File: src/prr_pkg.sv
// Shared types, constants and lookup functions for the permutation rank/unrank block.
`timescale 1ns / 1ps
`default_nettype none

package prr_pkg;

   localparam int MAX_SYMBOLS = 10;
   localparam int DIGIT_W     = 4;
   localparam int PERM_W      = 40;
   localparam int INDEX_W     = 22;
   localparam int LEN_W       = 4;
   localparam int COUNT_W     = 4;
   localparam int LEN_RESET   = 10;

   // rank path: two lane stages, then a four level adder tree
   localparam int TREE_LEVELS = 4;
   localparam int RANK_LAT    = 2 + TREE_LEVELS;
   // unrank path: range check plus one stage per position
   localparam int RANK_DELAY  = MAX_SYMBOLS + 1 - RANK_LAT;

   typedef logic [LEN_W-1:0]       len_type;
   typedef logic [COUNT_W-1:0]     count_type;
   typedef logic [DIGIT_W-1:0]     digit_type;
   typedef logic [INDEX_W-1:0]     index_type;
   typedef logic [PERM_W-1:0]      perm_type;
   typedef logic [MAX_SYMBOLS-1:0] sym_type;

   typedef enum logic {
      OP_RANK   = 1'b0,
      OP_UNRANK = 1'b1
   } op_type;

   typedef struct packed {
      logic      operation;
      perm_type  perm_packed;
      index_type index_in;
   } req_type;

   typedef struct packed {
      index_type index_out;
      perm_type  perm_out;
      logic      error;
   } rsp_type;

   // one rank lane's weighted count, also used for tree nodes
   typedef struct packed {
      logic      bad;
      index_type product;
   } lane_out_type;

   // item state carried down the unrank chain
   typedef struct packed {
      logic      valid;
      logic      operation;
      logic      error;
      index_type remainder;
      sym_type   used;
      perm_type  perm;
   } dig_stage_type;

   function automatic index_type factorial(input len_type k);
      index_type f;
      unique case (k)
         len_type'(0):  f = index_type'(1);
         len_type'(1):  f = index_type'(1);
         len_type'(2):  f = index_type'(2);
         len_type'(3):  f = index_type'(6);
         len_type'(4):  f = index_type'(24);
         len_type'(5):  f = index_type'(120);
         len_type'(6):  f = index_type'(720);
         len_type'(7):  f = index_type'(5040);
         len_type'(8):  f = index_type'(40320);
         len_type'(9):  f = index_type'(362880);
         len_type'(10): f = index_type'(3628800);
         default:       f = '0;
      endcase
      return f;
   endfunction

   // zero reads as one symbol, large values clamp to the maximum
   function automatic len_type eff_length(input len_type raw);
      len_type n;
      n = raw;
      if (raw == '0) begin
         n = len_type'(1);
      end else if (raw > len_type'(MAX_SYMBOLS)) begin
         n = len_type'(MAX_SYMBOLS);
      end
      return n;
   endfunction

endpackage

`default_nettype wire

File: src/prr_rank_lane.sv
// One rank lane: counts smaller later digits for its position and weights the count.
`timescale 1ns / 1ps
`default_nettype none

module prr_rank_lane (
   input  wire                    clock,
   input  wire prr_pkg::digit_type digit,
   input  wire prr_pkg::perm_type  perm_packed,
   input  wire prr_pkg::sym_type   later_mask,
   input  wire                    lane_on,
   input  wire prr_pkg::len_type   weight_sel,
   input  wire prr_pkg::len_type   len,
   output prr_pkg::lane_out_type   lane_out
);

   prr_pkg::sym_type      smaller;
   prr_pkg::count_type    cnt_in;
   prr_pkg::count_type    cnt_ff;
   logic                  bad_in;
   logic                  bad_ff;
   prr_pkg::index_type    weight_in;
   prr_pkg::index_type    weight_ff;
   prr_pkg::lane_out_type lane_ff;

   always_comb begin
      for (int j = 0; j < prr_pkg::MAX_SYMBOLS; j++) begin
         smaller[j] = later_mask[j] &&
                      (perm_packed[j*prr_pkg::DIGIT_W +: prr_pkg::DIGIT_W] < digit);
      end
      cnt_in    = prr_pkg::count_type'($countones(smaller));
      bad_in    = lane_on && (prr_pkg::len_type'(digit) >= len);
      weight_in = prr_pkg::factorial(weight_sel);
   end

   always_ff @(posedge clock) begin
      cnt_ff    <= cnt_in;
      bad_ff    <= bad_in;
      weight_ff <= weight_in;
      lane_ff.bad     <= bad_ff;
      lane_ff.product <= prr_pkg::index_type'(prr_pkg::index_type'(cnt_ff) * weight_ff);
   end

   assign lane_out = lane_ff;

endmodule

`default_nettype wire

File: config.mk
export PLATFORM = sky130hd
export DESIGN_NAME = prr_rank_lane
export DESIGN_NICKNAME = d
export VERILOG_FILES = /design/src/prr_pkg.sv /design/src/prr_rank_lane.sv
export SDC_FILE = /design/constraint.sdc
export NUM_CORES = 1
export LEC_CHECK = 0
export BUFFER_PORTS_ARGS = -buffer_cell sky130_fd_sc_hd__buf_2
export CAP_MARGIN = 20
export CORE_ASPECT_RATIO = 1.2
export CORE_MARGIN = 10
export CORE_UTILIZATION = 40
export CTS_CLUSTER_DIAMETER = 30
export DETAILED_ROUTE_END_ITERATION = 10
export GPL_TIMING_DRIVEN = 0
export SYNTH_ARGS = -nofsm -noshare
export SYNTH_HDL_FRONTEND = slang
export SYNTH_SLANG_ARGS = --single-unit
File: constraint.sdc
create_clock -name clock -period 8.6 [get_ports clock]
set_input_delay 1.29 -clock clock [delete_from_list [all_inputs] [get_ports clock]]
set_output_delay 1.29 -clock clock [all_outputs]
set_load 0.01 [all_outputs]
==> impl_metrics.py <==
metrics = {
    "status": {
        "status": "finished clean",
    },
    "floorplan": {
        "initial_core_util": 0.409,
        "rows": 41,
        "die_w_um": 115,
        "core_area_um2": 10600,
        "io_pins": 87,
        "dieArea_um2": 15400,
        "floorplan.die.height_um": 134,
    },
    "yosys": {
        "syn_inst": 496,
        "synth_flop_cell": "dfxtp_1",
        "ys_seq_elements": 44,
        "synth_common_cells": "inv_1 (91), ha_1 (67), and2_1 (46)",
        "netlist_top_cells_area": "dfxtp_1 (20%), ha_1 (19%), fa_1 (17%)",
        "synthArstFlopShare": 0,
        "netlist_area_um2": 4330,
        "yosysWarnings": 0,
        "yosys.cell_count.top_type": "inv_1",
        "yosysUniqueCellTypes": 44,
        "syn-num-nets": 664,
        "synth_top_cell_by_area": "dfxtp_1",
        "netlist.area_leader.share": 0.204,
        "yosysSeqAreaShare": 0.204,
        "synth_edf_count": 0,
        "synth_area_per_cell_um2": 8.72,
    },
    "setup_path": {
        "cp.required_ps": 8780,
        "critPathKind": "input port to flip-flop",
        "critPathMaxFanout": 10,
        "endpoint_kind": "flip-flop",
        "arrival_ps": 4830,
        "start_kind": "input port",
    },
    "timing": {
        "final.setup.tns_ps": 0,
        "report.final.setup_viol": 0,
        "timing.final.crit_share": 0.541,
        "slew_viol_final": 0,
        "setup_ws_ps": 3950,
        "fin_crit_ps": 4650,
        "rsz0062_at_grt": "false",
        "fmax_ghz": 0.215,
        "worstMarginPinSlew_ps": 423,
        "hold_viol_final": 0,
        "relSlewSlack": 0.717,
        "finalClockSkew_ps": 7.17,
    },
    "placement": {
        "dp.final_hpwl_um": 7930,
        "preCtsSetupSlack_ps": 3610,
        "place.gp.congestion": 0.815,
        "dp.cells": 711,
        "io_buffers": 86,
    },
    "clocking": {
        "ctsResizeCount": 0,
        "tritoncts": "yes",
        "clockRootBuffer": "clkbuf_16",
        "ctsHoldBuffers": 0,
        "clock_sinks": 44,
        "cts_buffer_depth": 2,
        "post-cts-setup-buffer-count": 0,
        "cts_made_buffers": 5,
        "clock_latency_ps": 290,
        "htreeDepth": 2,
        "path_clk_slew_ps": 60,
    },
    "global_routing": {
        "antenna_found_initial": 1,
        "gr-usage-all-layers": 0.123,
        "grt_pass1_vias": 3679,
        "grt_max_degree": 15,
        "grt_overflow": 0,
        "grt_pass1_wl_um": 16000,
    },
    "pwr": {
        "peakVddDrop_uv": 80.1,
        "p_total_uw": 808,
        "p_per_area_nw_per_um2": 159,
        "p_leak_uw": 0.00263,
    },
    "route": {
        "routed_wl_um": 9110,
        "drcViolationCount": 0,
        "drtIter0Drc": 59,
        "via_per_inst": 4.82,
        "routed-via-count": 3468,
        "final_antenna_net_count": 0,
        "drtPass1Iterations": 4,
        "avgRoutedWirePerCell_um": 12.7,
    },
    "layout": {
        "final_cells": 719,
        "diodes": 0,
        "n_fill_cell": 1048,
        "nets": 757,
        "drive_above_1_share": 0.171,
        "area_growth_syn_to_layout_pct": 17.6,
    },
    "hold_path": {
        "hold_class": "flip-flop to flip-flop",
    },
    "run": {
        "maxCapViolCount": 0,
    },
}
[where the power goes]
group          internal (uW)  switching, uW  total (uW)
clock                    136           80.4         217
combinational            135            186         321
sequential               247           24.2         271
total                    518            291         808
[per-stage QoR]
stage / util / instance area, um^2 / hold slack, ps
after floorplan: - / 4330 / 310
after global placement: 0.465 / 4920 / 316
after detailed placement: 0.465 / 4920 / 319
after CTS: 0.481 / 5080 / 334
after global routing: 0.481 / 5080 / 335
final: 0.481 / 5080 / 330
[path summary, 6_finish.rpt]
path                  start           end  slack, ps  depth (start not counted)
setup reg to reg  cnt_ff[2]  lane_out[21]       4570                         12
hold / removal       bad_ff  lane_out[22]        330                          0
hold reg to reg      bad_ff  lane_out[22]        330                          0
setup / recovery   digit[1]     cnt_ff[2]       3950                         14
[final cells by class]
cell class	count	area [um^2]	area share
Clock inverter	3	42.5	0.00837
Timing Repair Buffer	86	430	0.0846
Sequential cell	44	881	0.173
Inverter	91	342	0.0672
Tap cell	129	161	0.0317
Multi-Input combinational cell	353	3070	0.604
Buffer	8	31.3	0.00615
Clock buffer	5	125	0.0246
[state kept, by name (all words and copies together), names as in the netlist]
name       count
cnt_ff         4
lane_out      23
weight_ff     16
bad_ff         1
[layer usage]
| layer | vias up | global-route usage | wire, um |
|---|---|---|---|
| met5 | - | 0 | 13 |
| met4 | 2 | 0.0434 | 164 |
| met3 | 15 | 0.0527 | 849 |
| met2 | 94 | 0.209 | 4310 |
| met1 | 1560 | 0.131 | 3780 |
| li1 | 1797 | - | - |
[cell usage in the layout, fill, tap and decap left out, drive strengths merged, types with 3 or more instances in the layout]
master / instances
dfxtp: 44
nand3b: 7
and3b: 3
nor2: 27
fa: 37
xor2: 3
o21ai: 33
clkbuf: 12
xnor2: 15
nor2b: 3
nand2: 31
a21oi: 21
ha: 67
nand2b: 4
o21a: 3
nand3: 4
and2: 47
buf: 87
inv: 91
nor3: 6
a21o: 6
a21boi: 10
o21bai: 4
[critical path, stage by stage]
cell      delay [ps]
buf_2            110
inv_1            290
ha_1             290
o21ai_0           80
a21boi_0         100
o21ai_0          160
nand3b_1         140
fa_1             520
fa_1             560
inv_1             60
fa_1             470
ha_1             240
fa_1             390
xnor2_1          130
[logic make-up (layout without fill, tap and decap cells)]
family,Yosys count,after routing,share of synthesized area
fa+ha+maj,104,104,0.365
xor+xnor,18,18,0.0364
buf+inv,99,193,0.0862
compound gates,92,92,0.135
simple gates,138,138,0.171
flops,44,44,0.204
mux,1,1,0.00231
No activity file was read; power rests on OpenSTA's default activity.
