File: src/prr_pkg.sv
// Shared types, constants and lookup functions for the permutation rank/unrank block.
`timescale 1ns / 1ps
`default_nettype none

package prr_pkg;

   localparam int MAX_SYMBOLS = 10;
   localparam int DIGIT_W     = 4;
   localparam int PERM_W      = 40;
   localparam int INDEX_W     = 22;
   localparam int LEN_W       = 4;
   localparam int COUNT_W     = 4;
   localparam int LEN_RESET   = 10;

   // rank path: two lane stages, then a four level adder tree
   localparam int TREE_LEVELS = 4;
   localparam int RANK_LAT    = 2 + TREE_LEVELS;
   // unrank path: range check plus one stage per position
   localparam int RANK_DELAY  = MAX_SYMBOLS + 1 - RANK_LAT;

   typedef logic [LEN_W-1:0]       len_type;
   typedef logic [COUNT_W-1:0]     count_type;
   typedef logic [DIGIT_W-1:0]     digit_type;
   typedef logic [INDEX_W-1:0]     index_type;
   typedef logic [PERM_W-1:0]      perm_type;
   typedef logic [MAX_SYMBOLS-1:0] sym_type;

   typedef enum logic {
      OP_RANK   = 1'b0,
      OP_UNRANK = 1'b1
   } op_type;

   typedef struct packed {
      logic      operation;
      perm_type  perm_packed;
      index_type index_in;
   } req_type;

   typedef struct packed {
      index_type index_out;
      perm_type  perm_out;
      logic      error;
   } rsp_type;

   // one rank lane's weighted count, also used for tree nodes
   typedef struct packed {
      logic      bad;
      index_type product;
   } lane_out_type;

   // item state carried down the unrank chain
   typedef struct packed {
      logic      valid;
      logic      operation;
      logic      error;
      index_type remainder;
      sym_type   used;
      perm_type  perm;
   } dig_stage_type;

   function automatic index_type factorial(input len_type k);
      index_type f;
      unique case (k)
         len_type'(0):  f = index_type'(1);
         len_type'(1):  f = index_type'(1);
         len_type'(2):  f = index_type'(2);
         len_type'(3):  f = index_type'(6);
         len_type'(4):  f = index_type'(24);
         len_type'(5):  f = index_type'(120);
         len_type'(6):  f = index_type'(720);
         len_type'(7):  f = index_type'(5040);
         len_type'(8):  f = index_type'(40320);
         len_type'(9):  f = index_type'(362880);
         len_type'(10): f = index_type'(3628800);
         default:       f = '0;
      endcase
      return f;
   endfunction

   // zero reads as one symbol, large values clamp to the maximum
   function automatic len_type eff_length(input len_type raw);
      len_type n;
      n = raw;
      if (raw == '0) begin
         n = len_type'(1);
      end else if (raw > len_type'(MAX_SYMBOLS)) begin
         n = len_type'(MAX_SYMBOLS);
      end
      return n;
   endfunction

endpackage

`default_nettype wire

File: src/prr_digit_stage.sv
// One unrank stage: extracts a factorial-base digit and picks the matching unused value.
`timescale 1ns / 1ps
`default_nettype none

module prr_digit_stage (
   input  wire                        clock,
   input  wire                        reset,
   input  wire prr_pkg::len_type       stage_idx,
   input  wire                        stage_on,
   input  wire prr_pkg::index_type     mult [prr_pkg::MAX_SYMBOLS],
   input  wire prr_pkg::dig_stage_type up_stage,
   output prr_pkg::dig_stage_type      stage_out
);

   prr_pkg::count_type     q;
   prr_pkg::index_type     rem_next;
   prr_pkg::sym_type       free;
   prr_pkg::sym_type       below;
   prr_pkg::sym_type       hit;
   prr_pkg::digit_type     pick;
   prr_pkg::dig_stage_type stage_in;
   prr_pkg::dig_stage_type stage_ff;

   always_comb begin
      // multiples rise with k, so the last one not above the remainder is the digit
      q = '0;
      for (int k = 1; k < prr_pkg::MAX_SYMBOLS; k++) begin
         if (up_stage.remainder >= mult[k]) begin
            q = prr_pkg::count_type'(k);
         end
      end
      rem_next = up_stage.remainder - mult[q];

      // q-th free value: free, with exactly q free values below it
      free  = ~up_stage.used;
      below = '0;
      for (int v = 0; v < prr_pkg::MAX_SYMBOLS; v++) begin
         below  = free & ~(prr_pkg::sym_type'({prr_pkg::MAX_SYMBOLS{1'b1}} << v));
         hit[v] = free[v] && (prr_pkg::count_type'($countones(below)) == q);
      end
      pick = '0;
      for (int v = 0; v < prr_pkg::MAX_SYMBOLS; v++) begin
         if (hit[v]) begin
            pick = pick | prr_pkg::digit_type'(v);
         end
      end

      stage_in = up_stage;
      if (stage_on && (up_stage.operation == prr_pkg::OP_UNRANK) && !up_stage.error) begin
         stage_in.remainder  = rem_next;
         stage_in.used[pick] = 1'b1;
         stage_in.perm[stage_idx*prr_pkg::DIGIT_W +: prr_pkg::DIGIT_W] = pick;
      end
   end

   always_ff @(posedge clock) begin
      if (reset) begin
         stage_ff <= '0;
      end else begin
         stage_ff <= stage_in;
      end
   end

   assign stage_out = stage_ff;

endmodule

`default_nettype wire

File: config.mk
export PLATFORM = sky130hd
export DESIGN_NAME = prr_digit_stage
export DESIGN_NICKNAME = d
export VERILOG_FILES = /design/src/prr_pkg.sv /design/src/prr_digit_stage.sv
export SDC_FILE = /design/constraint.sdc
export NUM_CORES = 1
export LEC_CHECK = 0
export ABC_AREA = 1
export ABC_CLOCK_PERIOD_IN_PS = 7300
export BUFFER_PORTS_ARGS = -buffer_cell sky130_fd_sc_hd__buf_2
export CAP_MARGIN = 0
export CORE_MARGIN = 4
export CORE_UTILIZATION = 29
export CTS_CLUSTER_DIAMETER = 50
export DETAILED_ROUTE_END_ITERATION = 10
export PLACE_DENSITY_LB_ADDON = 0.3
export SYNTH_ARGS = -nofsm -noshare
export SYNTH_HDL_FRONTEND = slang
export SYNTH_SLANG_ARGS = --single-unit
File: constraint.sdc
create_clock -name clock -period 7.3 [get_ports clock]
set_input_delay 0.365 -clock clock [delete_from_list [all_inputs] [get_ports clock]]
set_output_delay 0.365 -clock clock [all_outputs]
set_load 0.01 [all_outputs]
==> summary.txt <==
DP Cell Count: 2790
Portion of netlist area occupied by mux cells: 0%
Post_cts resized: 0
Global-route wire length before repair: 79.6 mm
Final instance area: 0.0149 mm²
Core area: 0.0412 mm²
VDD IR-drop max: 0.105 mV
Cell variety after synth: 52
Post-synthesis sequential area ratio: 12.3%
Share of layout cells above drive strength 1: 20.5%
Most frequent CP cell: a21oi_1
Max Slew Vio Count: 0
Antenna diode count: 0
CTS tree: yes
Antenna violations before repair: 2
Power, Total: 2.39 mW
Post CTS Setup Buffer Count: 0
Via total after detailed routing: 14100
Clock root cell: clkbuf_16
Row cnt: 74
Synth Instances: 1921
Hold_buf cts: 0
Complex-gate fraction of the synthesized area: 21.7%
DP Area: 0.0146 mm²
GPL Wtd Cong: 0.968
Arrival time at the worst endpoint: 6.19 ns
Worst min path class: primary input to register
WL final: 53.9 mm
Critical Path Start Type: primary input
Post-synth top flop: dfxtp_1
#FFs+latches synth: 75
CTS Buf Count: 9
Synth Area in Adders: 26.1%
Mapped Nets: 2472
Die width: 213 µm
Non-filler instance count after layout: 2805
Final Setup Violations: 0
Crit share post-route: 81.5%
Post-synthesis simple-gate area fraction: 23.7%
Drt wl/cell: 19.2 µm
Fin. Hold Viols: 0
XOR/XNOR share of the synthesized area: 2.51%
Hold Slack: 0.226 ns
Dpl hpwl: 46.0 mm
CTS Buffer Depth: 2
Power Density: 160 mW/mm²
Max reg flops: 75
Final Worst Setup Slack: 1.35 ns
Pre-CTS setup slack: 1.11 ns
Main combinational cell family by area after synthesis: adder cells
Post-layout util: 36.2%
NumNets Final: 2820
Relative slew slack: 47.3%
Post-synth ARST share: 0%
Critical Path Max Stage Delay: 0.52 ns
Crit path kind: primary input to register
Crit. End Element: register
Post-Syn Area: 0.0122 mm²
CP max-delay cell: inv_2
Setup_tns: 0 ns
Overall Global Routing Usage: 22.8%
Clock Sink Count: 75
Largest net degree at the start of global routing: 65
H-tree depth: 3
CP required: 7.54 ns
Critical Path End: stage_out[69]
Critical path origin: up_stage[63]
Min cycle time layout: 5.95 ns
Ports: 377
Number of flops mapped to enable cells by yosys: 0
Status: finished clean
Max Clock Freq: 0.168 GHz
Die area: 0.0454 mm²
Via-to-Cell Ratio: 5.03
Number of global-route vias before repair: 13700
P&R area growth vs syn: 22.3%
Initial Util: 29.6%
Drt first pass iters: 5
Post-route ant nets: 0
# DRC: 0
YS warnings: 0
Clock slew at reported path FFs: 0.06 ns
Drt initial violations: 1106
Unrepaired setup endpoints after global routing: false
Tightest Pin Transition: 0.788 ns
MaxCap Viol Count: 0
IO buf count: 376
Die H: 213 µm
Mean Syn Cell Area: 6.34 µm²
CP max FO: 34
GRT Residual Overflow: 0
Leakage power: 8.47 nW
## synthesized netlist by cell type, types with 18 or more instances
cell type	instances	share of area [%]
a21oi_1	213	8.8
clkbuf_1	33	1.0
dfxtp_1	75	12
ha_1	240	25
inv_1	360	11
nand2_1	314	9.7
nand3_1	70	2.9
nand4_1	21	1.1
nor2_1	175	5.4
nor3_1	19	0.78
o21ai_0	170	7.0
o21ai_1	21	0.86
o22ai_1	18	0.92
xor2_1	24	1.7
## cells in the final DEF, fill, tap and decap left out, drive strengths merged, types with 2 or more instances in the layout
cell and count:
a211oi 3, or2 2, o21ai 191, clkbuf 9, bufinv 2, xnor2 9, a22oi 8, a31oi 5
dfxtp 75, o221ai 10, a221oi 4, clkinvlp 2, nand3b 3, a21o 3, nor3 20, buf 391
nand4 25, ha 240, a21boi 3, nor2 189, fa 9, xor2 25, a21oi 218, nor4 7
o211ai 10, nand3 75, o22ai 18, nand2 330, o21a 7, inv 372, o21bai 3, clkinv 2
## layer usage
layer | wire length (µm) | global-route usage [%] | up-vias
li1 | - | - | 7029
met1 | 23500 | 30.7 | 6418
met2 | 25400 | 39.4 | 594
met3 | 4040 | 2.95 | 58
met4 | 981 | 4.22 | 4
met5 | 27 | 0 | -
## final cells by class
cell class              instances  area [µm²]
inverters                     372        1400
clock buffers                   9         225
fillers                      4531       26300
repair buffers                391        1990
flip-flops and latches         75        1500
clock inverters                 6        88.8
multi-input cells            1420        9020
well taps                     532         666
## critical path, delay by kind of cell
kind	cells	cell delay [ns]
AOI/OAI and AO/OA	13	2.32
adders and majority gates	2	0.71
buffers and inverters	4	1.11
and+or+nand+nor	11	1.64
## cells by family after synthesis
logic type	after synthesis
xor+xnor	34
simple gates	652
buf+inv	426
compound gates	485
fa+ha+maj	249
flops	75
## worst min path at each step
stage,start,endpoint,slack [ns],cells after the start
after floorplan,up_stage[73],stage_out[73],0.47,2
after global placement,up_stage[74],stage_out[74],0.57,3
after detailed placement,up_stage[74],stage_out[74],0.58,3
after CTS,up_stage[74],stage_out[74],0.22,3
after global routing,up_stage[74],stage_out[74],0.24,3
final,up_stage[74],stage_out[74],0.23,3
## power by group
group	internal, mW	switching (mW)	total, mW
sequential	0.437	0.00696	0.444
clock	0.298	0.181	0.479
combinational	0.514	0.949	1.46
total	1.25	1.14	2.39
Note: power is estimated with default switching activity, not from simulation.
