[src/prr_pkg.sv]
// Shared types, constants and lookup functions for the permutation rank/unrank block.
`timescale 1ns / 1ps
`default_nettype none

package prr_pkg;

   localparam int MAX_SYMBOLS = 10;
   localparam int DIGIT_W     = 4;
   localparam int PERM_W      = 40;
   localparam int INDEX_W     = 22;
   localparam int LEN_W       = 4;
   localparam int COUNT_W     = 4;
   localparam int LEN_RESET   = 10;

   // rank path: two lane stages, then a four level adder tree
   localparam int TREE_LEVELS = 4;
   localparam int RANK_LAT    = 2 + TREE_LEVELS;
   // unrank path: range check plus one stage per position
   localparam int RANK_DELAY  = MAX_SYMBOLS + 1 - RANK_LAT;

   typedef logic [LEN_W-1:0]       len_type;
   typedef logic [COUNT_W-1:0]     count_type;
   typedef logic [DIGIT_W-1:0]     digit_type;
   typedef logic [INDEX_W-1:0]     index_type;
   typedef logic [PERM_W-1:0]      perm_type;
   typedef logic [MAX_SYMBOLS-1:0] sym_type;

   typedef enum logic {
      OP_RANK   = 1'b0,
      OP_UNRANK = 1'b1
   } op_type;

   typedef struct packed {
      logic      operation;
      perm_type  perm_packed;
      index_type index_in;
   } req_type;

   typedef struct packed {
      index_type index_out;
      perm_type  perm_out;
      logic      error;
   } rsp_type;

   // one rank lane's weighted count, also used for tree nodes
   typedef struct packed {
      logic      bad;
      index_type product;
   } lane_out_type;

   // item state carried down the unrank chain
   typedef struct packed {
      logic      valid;
      logic      operation;
      logic      error;
      index_type remainder;
      sym_type   used;
      perm_type  perm;
   } dig_stage_type;

   function automatic index_type factorial(input len_type k);
      index_type f;
      unique case (k)
         len_type'(0):  f = index_type'(1);
         len_type'(1):  f = index_type'(1);
         len_type'(2):  f = index_type'(2);
         len_type'(3):  f = index_type'(6);
         len_type'(4):  f = index_type'(24);
         len_type'(5):  f = index_type'(120);
         len_type'(6):  f = index_type'(720);
         len_type'(7):  f = index_type'(5040);
         len_type'(8):  f = index_type'(40320);
         len_type'(9):  f = index_type'(362880);
         len_type'(10): f = index_type'(3628800);
         default:       f = '0;
      endcase
      return f;
   endfunction

   // zero reads as one symbol, large values clamp to the maximum
   function automatic len_type eff_length(input len_type raw);
      len_type n;
      n = raw;
      if (raw == '0) begin
         n = len_type'(1);
      end else if (raw > len_type'(MAX_SYMBOLS)) begin
         n = len_type'(MAX_SYMBOLS);
      end
      return n;
   endfunction

endpackage

`default_nettype wire

[src/prr_merge.sv]
// Registered adder tree that sums the lane products and ORs the digit errors.
`timescale 1ns / 1ps
`default_nettype none

module prr_merge (
   input  wire prr_pkg::lane_out_type lanes [prr_pkg::MAX_SYMBOLS],
   input  wire                       clock,
   output prr_pkg::lane_out_type     rank_out
);

   localparam int L1_N = (prr_pkg::MAX_SYMBOLS + 1) / 2;
   localparam int L2_N = (L1_N + 1) / 2;
   localparam int L3_N = (L2_N + 1) / 2;
   localparam int L4_N = (L3_N + 1) / 2;

   prr_pkg::lane_out_type lvl1_ff [L1_N];
   prr_pkg::lane_out_type lvl2_ff [L2_N];
   prr_pkg::lane_out_type lvl3_ff [L3_N];
   prr_pkg::lane_out_type lvl4_ff [L4_N];

   always_ff @(posedge clock) begin
      for (int j = 0; j < L1_N; j++) begin
         if (2*j + 1 < prr_pkg::MAX_SYMBOLS) begin
            lvl1_ff[j].product <= lanes[2*j].product + lanes[2*j+1].product;
            lvl1_ff[j].bad     <= lanes[2*j].bad | lanes[2*j+1].bad;
         end else begin
            lvl1_ff[j] <= lanes[2*j];
         end
      end
      for (int j = 0; j < L2_N; j++) begin
         if (2*j + 1 < L1_N) begin
            lvl2_ff[j].product <= lvl1_ff[2*j].product + lvl1_ff[2*j+1].product;
            lvl2_ff[j].bad     <= lvl1_ff[2*j].bad | lvl1_ff[2*j+1].bad;
         end else begin
            lvl2_ff[j] <= lvl1_ff[2*j];
         end
      end
      for (int j = 0; j < L3_N; j++) begin
         if (2*j + 1 < L2_N) begin
            lvl3_ff[j].product <= lvl2_ff[2*j].product + lvl2_ff[2*j+1].product;
            lvl3_ff[j].bad     <= lvl2_ff[2*j].bad | lvl2_ff[2*j+1].bad;
         end else begin
            lvl3_ff[j] <= lvl2_ff[2*j];
         end
      end
      for (int j = 0; j < L4_N; j++) begin
         if (2*j + 1 < L3_N) begin
            lvl4_ff[j].product <= lvl3_ff[2*j].product + lvl3_ff[2*j+1].product;
            lvl4_ff[j].bad     <= lvl3_ff[2*j].bad | lvl3_ff[2*j+1].bad;
         end else begin
            lvl4_ff[j] <= lvl3_ff[2*j];
         end
      end
   end

   assign rank_out = lvl4_ff[0];

endmodule

`default_nettype wire

[config.mk]
export PLATFORM = sky130hd
export DESIGN_NAME = prr_merge
export DESIGN_NICKNAME = d
export VERILOG_FILES = /design/src/prr_pkg.sv /design/src/prr_merge.sv
export SDC_FILE = /design/constraint.sdc
export NUM_CORES = 1
export LEC_CHECK = 0
export ABC_AREA = 0
export BUFFER_PORTS_ARGS = -buffer_cell sky130_fd_sc_hd__buf_2
export CORE_UTILIZATION = 45
export DETAILED_ROUTE_END_ITERATION = 8
export PLACE_DENSITY = 0.66
export RECOVER_POWER = 100
export REMOVE_ABC_BUFFERS = 1
export SYNTH_ARGS = -nofsm -noshare
export SYNTH_HDL_FRONTEND = slang
export SYNTH_SLANG_ARGS = --single-unit
export TNS_END_PERCENT = 20
[constraint.sdc]
create_clock -name clock -period 2.43 [get_ports clock]
set_input_delay 0 -clock clock [delete_from_list [all_inputs] [get_ports clock]]
set_output_delay 0 -clock clock [all_outputs]
set_load 0.03 [all_outputs]
==> results.py <==
metrics = {
    "cts": {
        "path_clk_slew_ns": 0.06,
        "cts_sinks": 253,
        "cts_root_buffer": "clkbuf_16",
        "clock_latency_ns": 0.53,
        "clockBufferDepth": 3,
        "cts_tree": "done",
        "numCtsBuffers": 26,
        "htreeDepth": 1,
    },
    "routing": {
        "drc_errors": 0,
        "totalWireLength_um": 36720,
        "wl_met1_um": 16620,
        "topRoutingLayerUsed": "met4",
        "routed-wl-met2_um": 17520,
        "ant_nets": 0,
        "wire_per_inst_um": 14.33,
        "routed_via_density": 5.241,
        "vias": 13430,
        "route.met3.wl_um": 1668,
        "first_iter_violations": 592,
        "dr.pass1.iters": 5,
    },
    "logic_synthesis": {
        "synthDistinctLibCells": 77,
        "netlist_area_um2": 14700,
        "synth.area.top_cells": "dfxtp_1 (34%), ha_1 (16%), xnor2_1 (6.3%), a21oi_1 (4.8%), a21o_1 (3.5%)",
        "synthCells": 1575,
        "yosysSeqAreaShare_pct": 34.45,
        "yosysTopAreaCellShare_pct": 34.45,
        "yosys.area.top_type": "dfxtp_1",
        "async_flop_share_pct": 0,
        "avgSynthCellArea_um2": 9.336,
        "synth_common_cells": "dfxtp_1 (253), ha_1 (189), a21oi_1 (141), xnor2_1 (106), nor2_1 (101)",
        "yosysMostFrequentCell": "dfxtp_1",
        "yosys_warnings": 0,
        "synth_seq_cells": 253,
        "synth_ff_type": "dfxtp_1",
        "synth_edf_count": 0,
    },
    "grt": {
        "overflow": 0,
        "antenna_found_initial": 0,
        "grt_pass1_vias": 13030,
        "grt_pass1_wl_um": 59250,
        "grt_max_degree": 15,
        "grtUsageTotal_pct": 21.22,
    },
    "floorplanning": {
        "core_region_area_um2": 31880,
        "die_w_um": 182.8,
        "dieHeight_um": 182.8,
        "die_area_um2": 33400,
        "ios": 254,
        "num_rows": 65,
        "start_util_pct": 46.12,
    },
    "run": {
        "drv_cap": 0,
    },
    "worst_setup_path": {
        "start_kind": "primary input",
        "rrSetupSlack_ns": 0.05,
        "crit_path_end_kind": "flop",
        "arrival_ns": 2.81,
        "worstPathMaxFanout": 4,
        "cp.required_ns": 2.84,
        "crit_type": "primary input to flop",
    },
    "place": {
        "port_buffers": 253,
        "place_congestion": 0.8902,
        "hpwl_um": 25870,
        "post-place-cells": 2252,
    },
    "sta": {
        "setup_violations": 0,
        "report.final.slew_viol_count": 0,
        "hold_violations": 0,
        "period_needed_ns": 2.397,
        "min_period_over_period_pct": 98.65,
        "skew_ns": 0.008128,
        "rsz0062_at_grt": "true",
        "slew_headroom_pct": 64.22,
        "max_slew.worst_pin.slew_ns": 0.5231,
        "fmax_ghz": 0.4172,
    },
    "finish": {
        "syn_to_final_growth_pct": 37.09,
        "drive_gt1_share_pct": 18.10,
        "fillCellCount": 2669,
        "fin_util_pct": 63.23,
        "layout.cells.non_filler": 2562,
        "final_nets": 2537,
        "diodes": 0,
    },
    "pwr": {
        "ir_drop_mv": 0.6330,
        "p_leak_uw": 0.009254,
        "p_per_area_nw_per_um2": 1020,
    },
    "min_path": {
        "hold_class": "primary input to flop",
    },
    "status": {
        "status": "completed",
    },
}
path summary, 6_finish.rpt:
check | startpoint | end | depth (start not counted)
min reg2reg | lvl1_ff[4][20]$_DFF_P_ | lvl2_ff[0][66]$_DFF_P_ | 0
min | lanes[151] | lvl1_ff[1][14]$_DFF_P_ | 4
max | lanes[211] | lvl1_ff[0][4]$_DFF_P_ | 8
max reg2reg | lvl1_ff[1][0]$_DFF_P_ | lvl2_ff[0][20]$_DFF_P_ | 10
critical path, cell delays in order:
cell and delay [ns]:
dlygate4sd3_1 0.53, buf_2 0.13, ha_1 0.31, dlygate4sd3_1 0.58, nor2_1 0.09, dlygate4sd3_1 0.55, a21oi_1 0.06, dlygate4sd3_1 0.56
state kept, by name, indices dropped and copies added, names as in the netlist:
signal and flops:
lvl4_ff 23, lvl1_ff 115, lvl3_ff 46, lvl2_ff 69
metrics by stage:
stage               power [µW]  area (µm²)  setup slack, ns  setup TNS (ns)  hold WS (ns)
floorplan                13460       14610           0.1965               0        0.1038
global placement         15710       16500           0.1377               0        0.1880
detailed placement       15800       16500          0.07431               0        0.1883
CTS                      20390       19980          0.03170               0     0.0002012
global route             22090       20160         -0.08595         -0.2076       0.02161
finish                   20560       20160          0.03290               0       0.01520
area by class of cell:
cell class,count,area (µm²),area share [%]
repair buffers,527,3974,19.71
multi-input cells,1228,9414,46.70
clock inverters,13,147.6,0.7324
inverters,72,270.3,1.341
clock buffers,34,740.7,3.675
well taps,435,544.3,2.700
flip-flops and latches,253,5067,25.14
cells in the final DEF (no fill, tap or decap), drive strengths merged, types with 10 or more instances in the layout:
master	n
inv	72
nand4	11
a211o	10
buf	267
nor2b	31
o21bai	20
clkbuf	34
nor2	101
a211oi	20
a21oi	143
o21a	33
a21o	70
o2111ai	10
o211ai	25
and3	20
xor2	47
o21ai	77
nand2	78
nand2b	23
nor3	33
or2	12
dlygate4sd3	260
xnor2	106
dfxtp	253
ha	189
a31oi	16
nand3	22
a221oi	15
what timing repair did:
item | 4_1_cts | 5_1_grt
endpoints found under the setup margin | 0 | 29
hold buffers | 259 | 1
hold endpoints to repair | 112 | 1
gates resized for setup | 0 | 37
buffers inserted | 0 | 3
power breakdown:
group | internal [µW] | switching [µW]
logic | 4820 | 5630
registers | 5610 | 519
clock network | 2370 | 1620
total | 12800 | 7770
cells by family after synthesis:
family	share of synthesized area, %
simple gates	12.37
xor+xnor	9.113
compound gates	24.06
mux	0.2042
fa+ha+maj	17.31
flops	34.45
buf+inv	2.502
metal layers:
layer | GRT usage [%] | up-vias
li1 | - | 6841
met1 | 26.80 | 6122
met2 | 38.02 | 389
met3 | 2.542 | 76
met4 | 5.647 | 0
met5 | 0 | -
No activity file was read; power rests on OpenSTA's default activity.
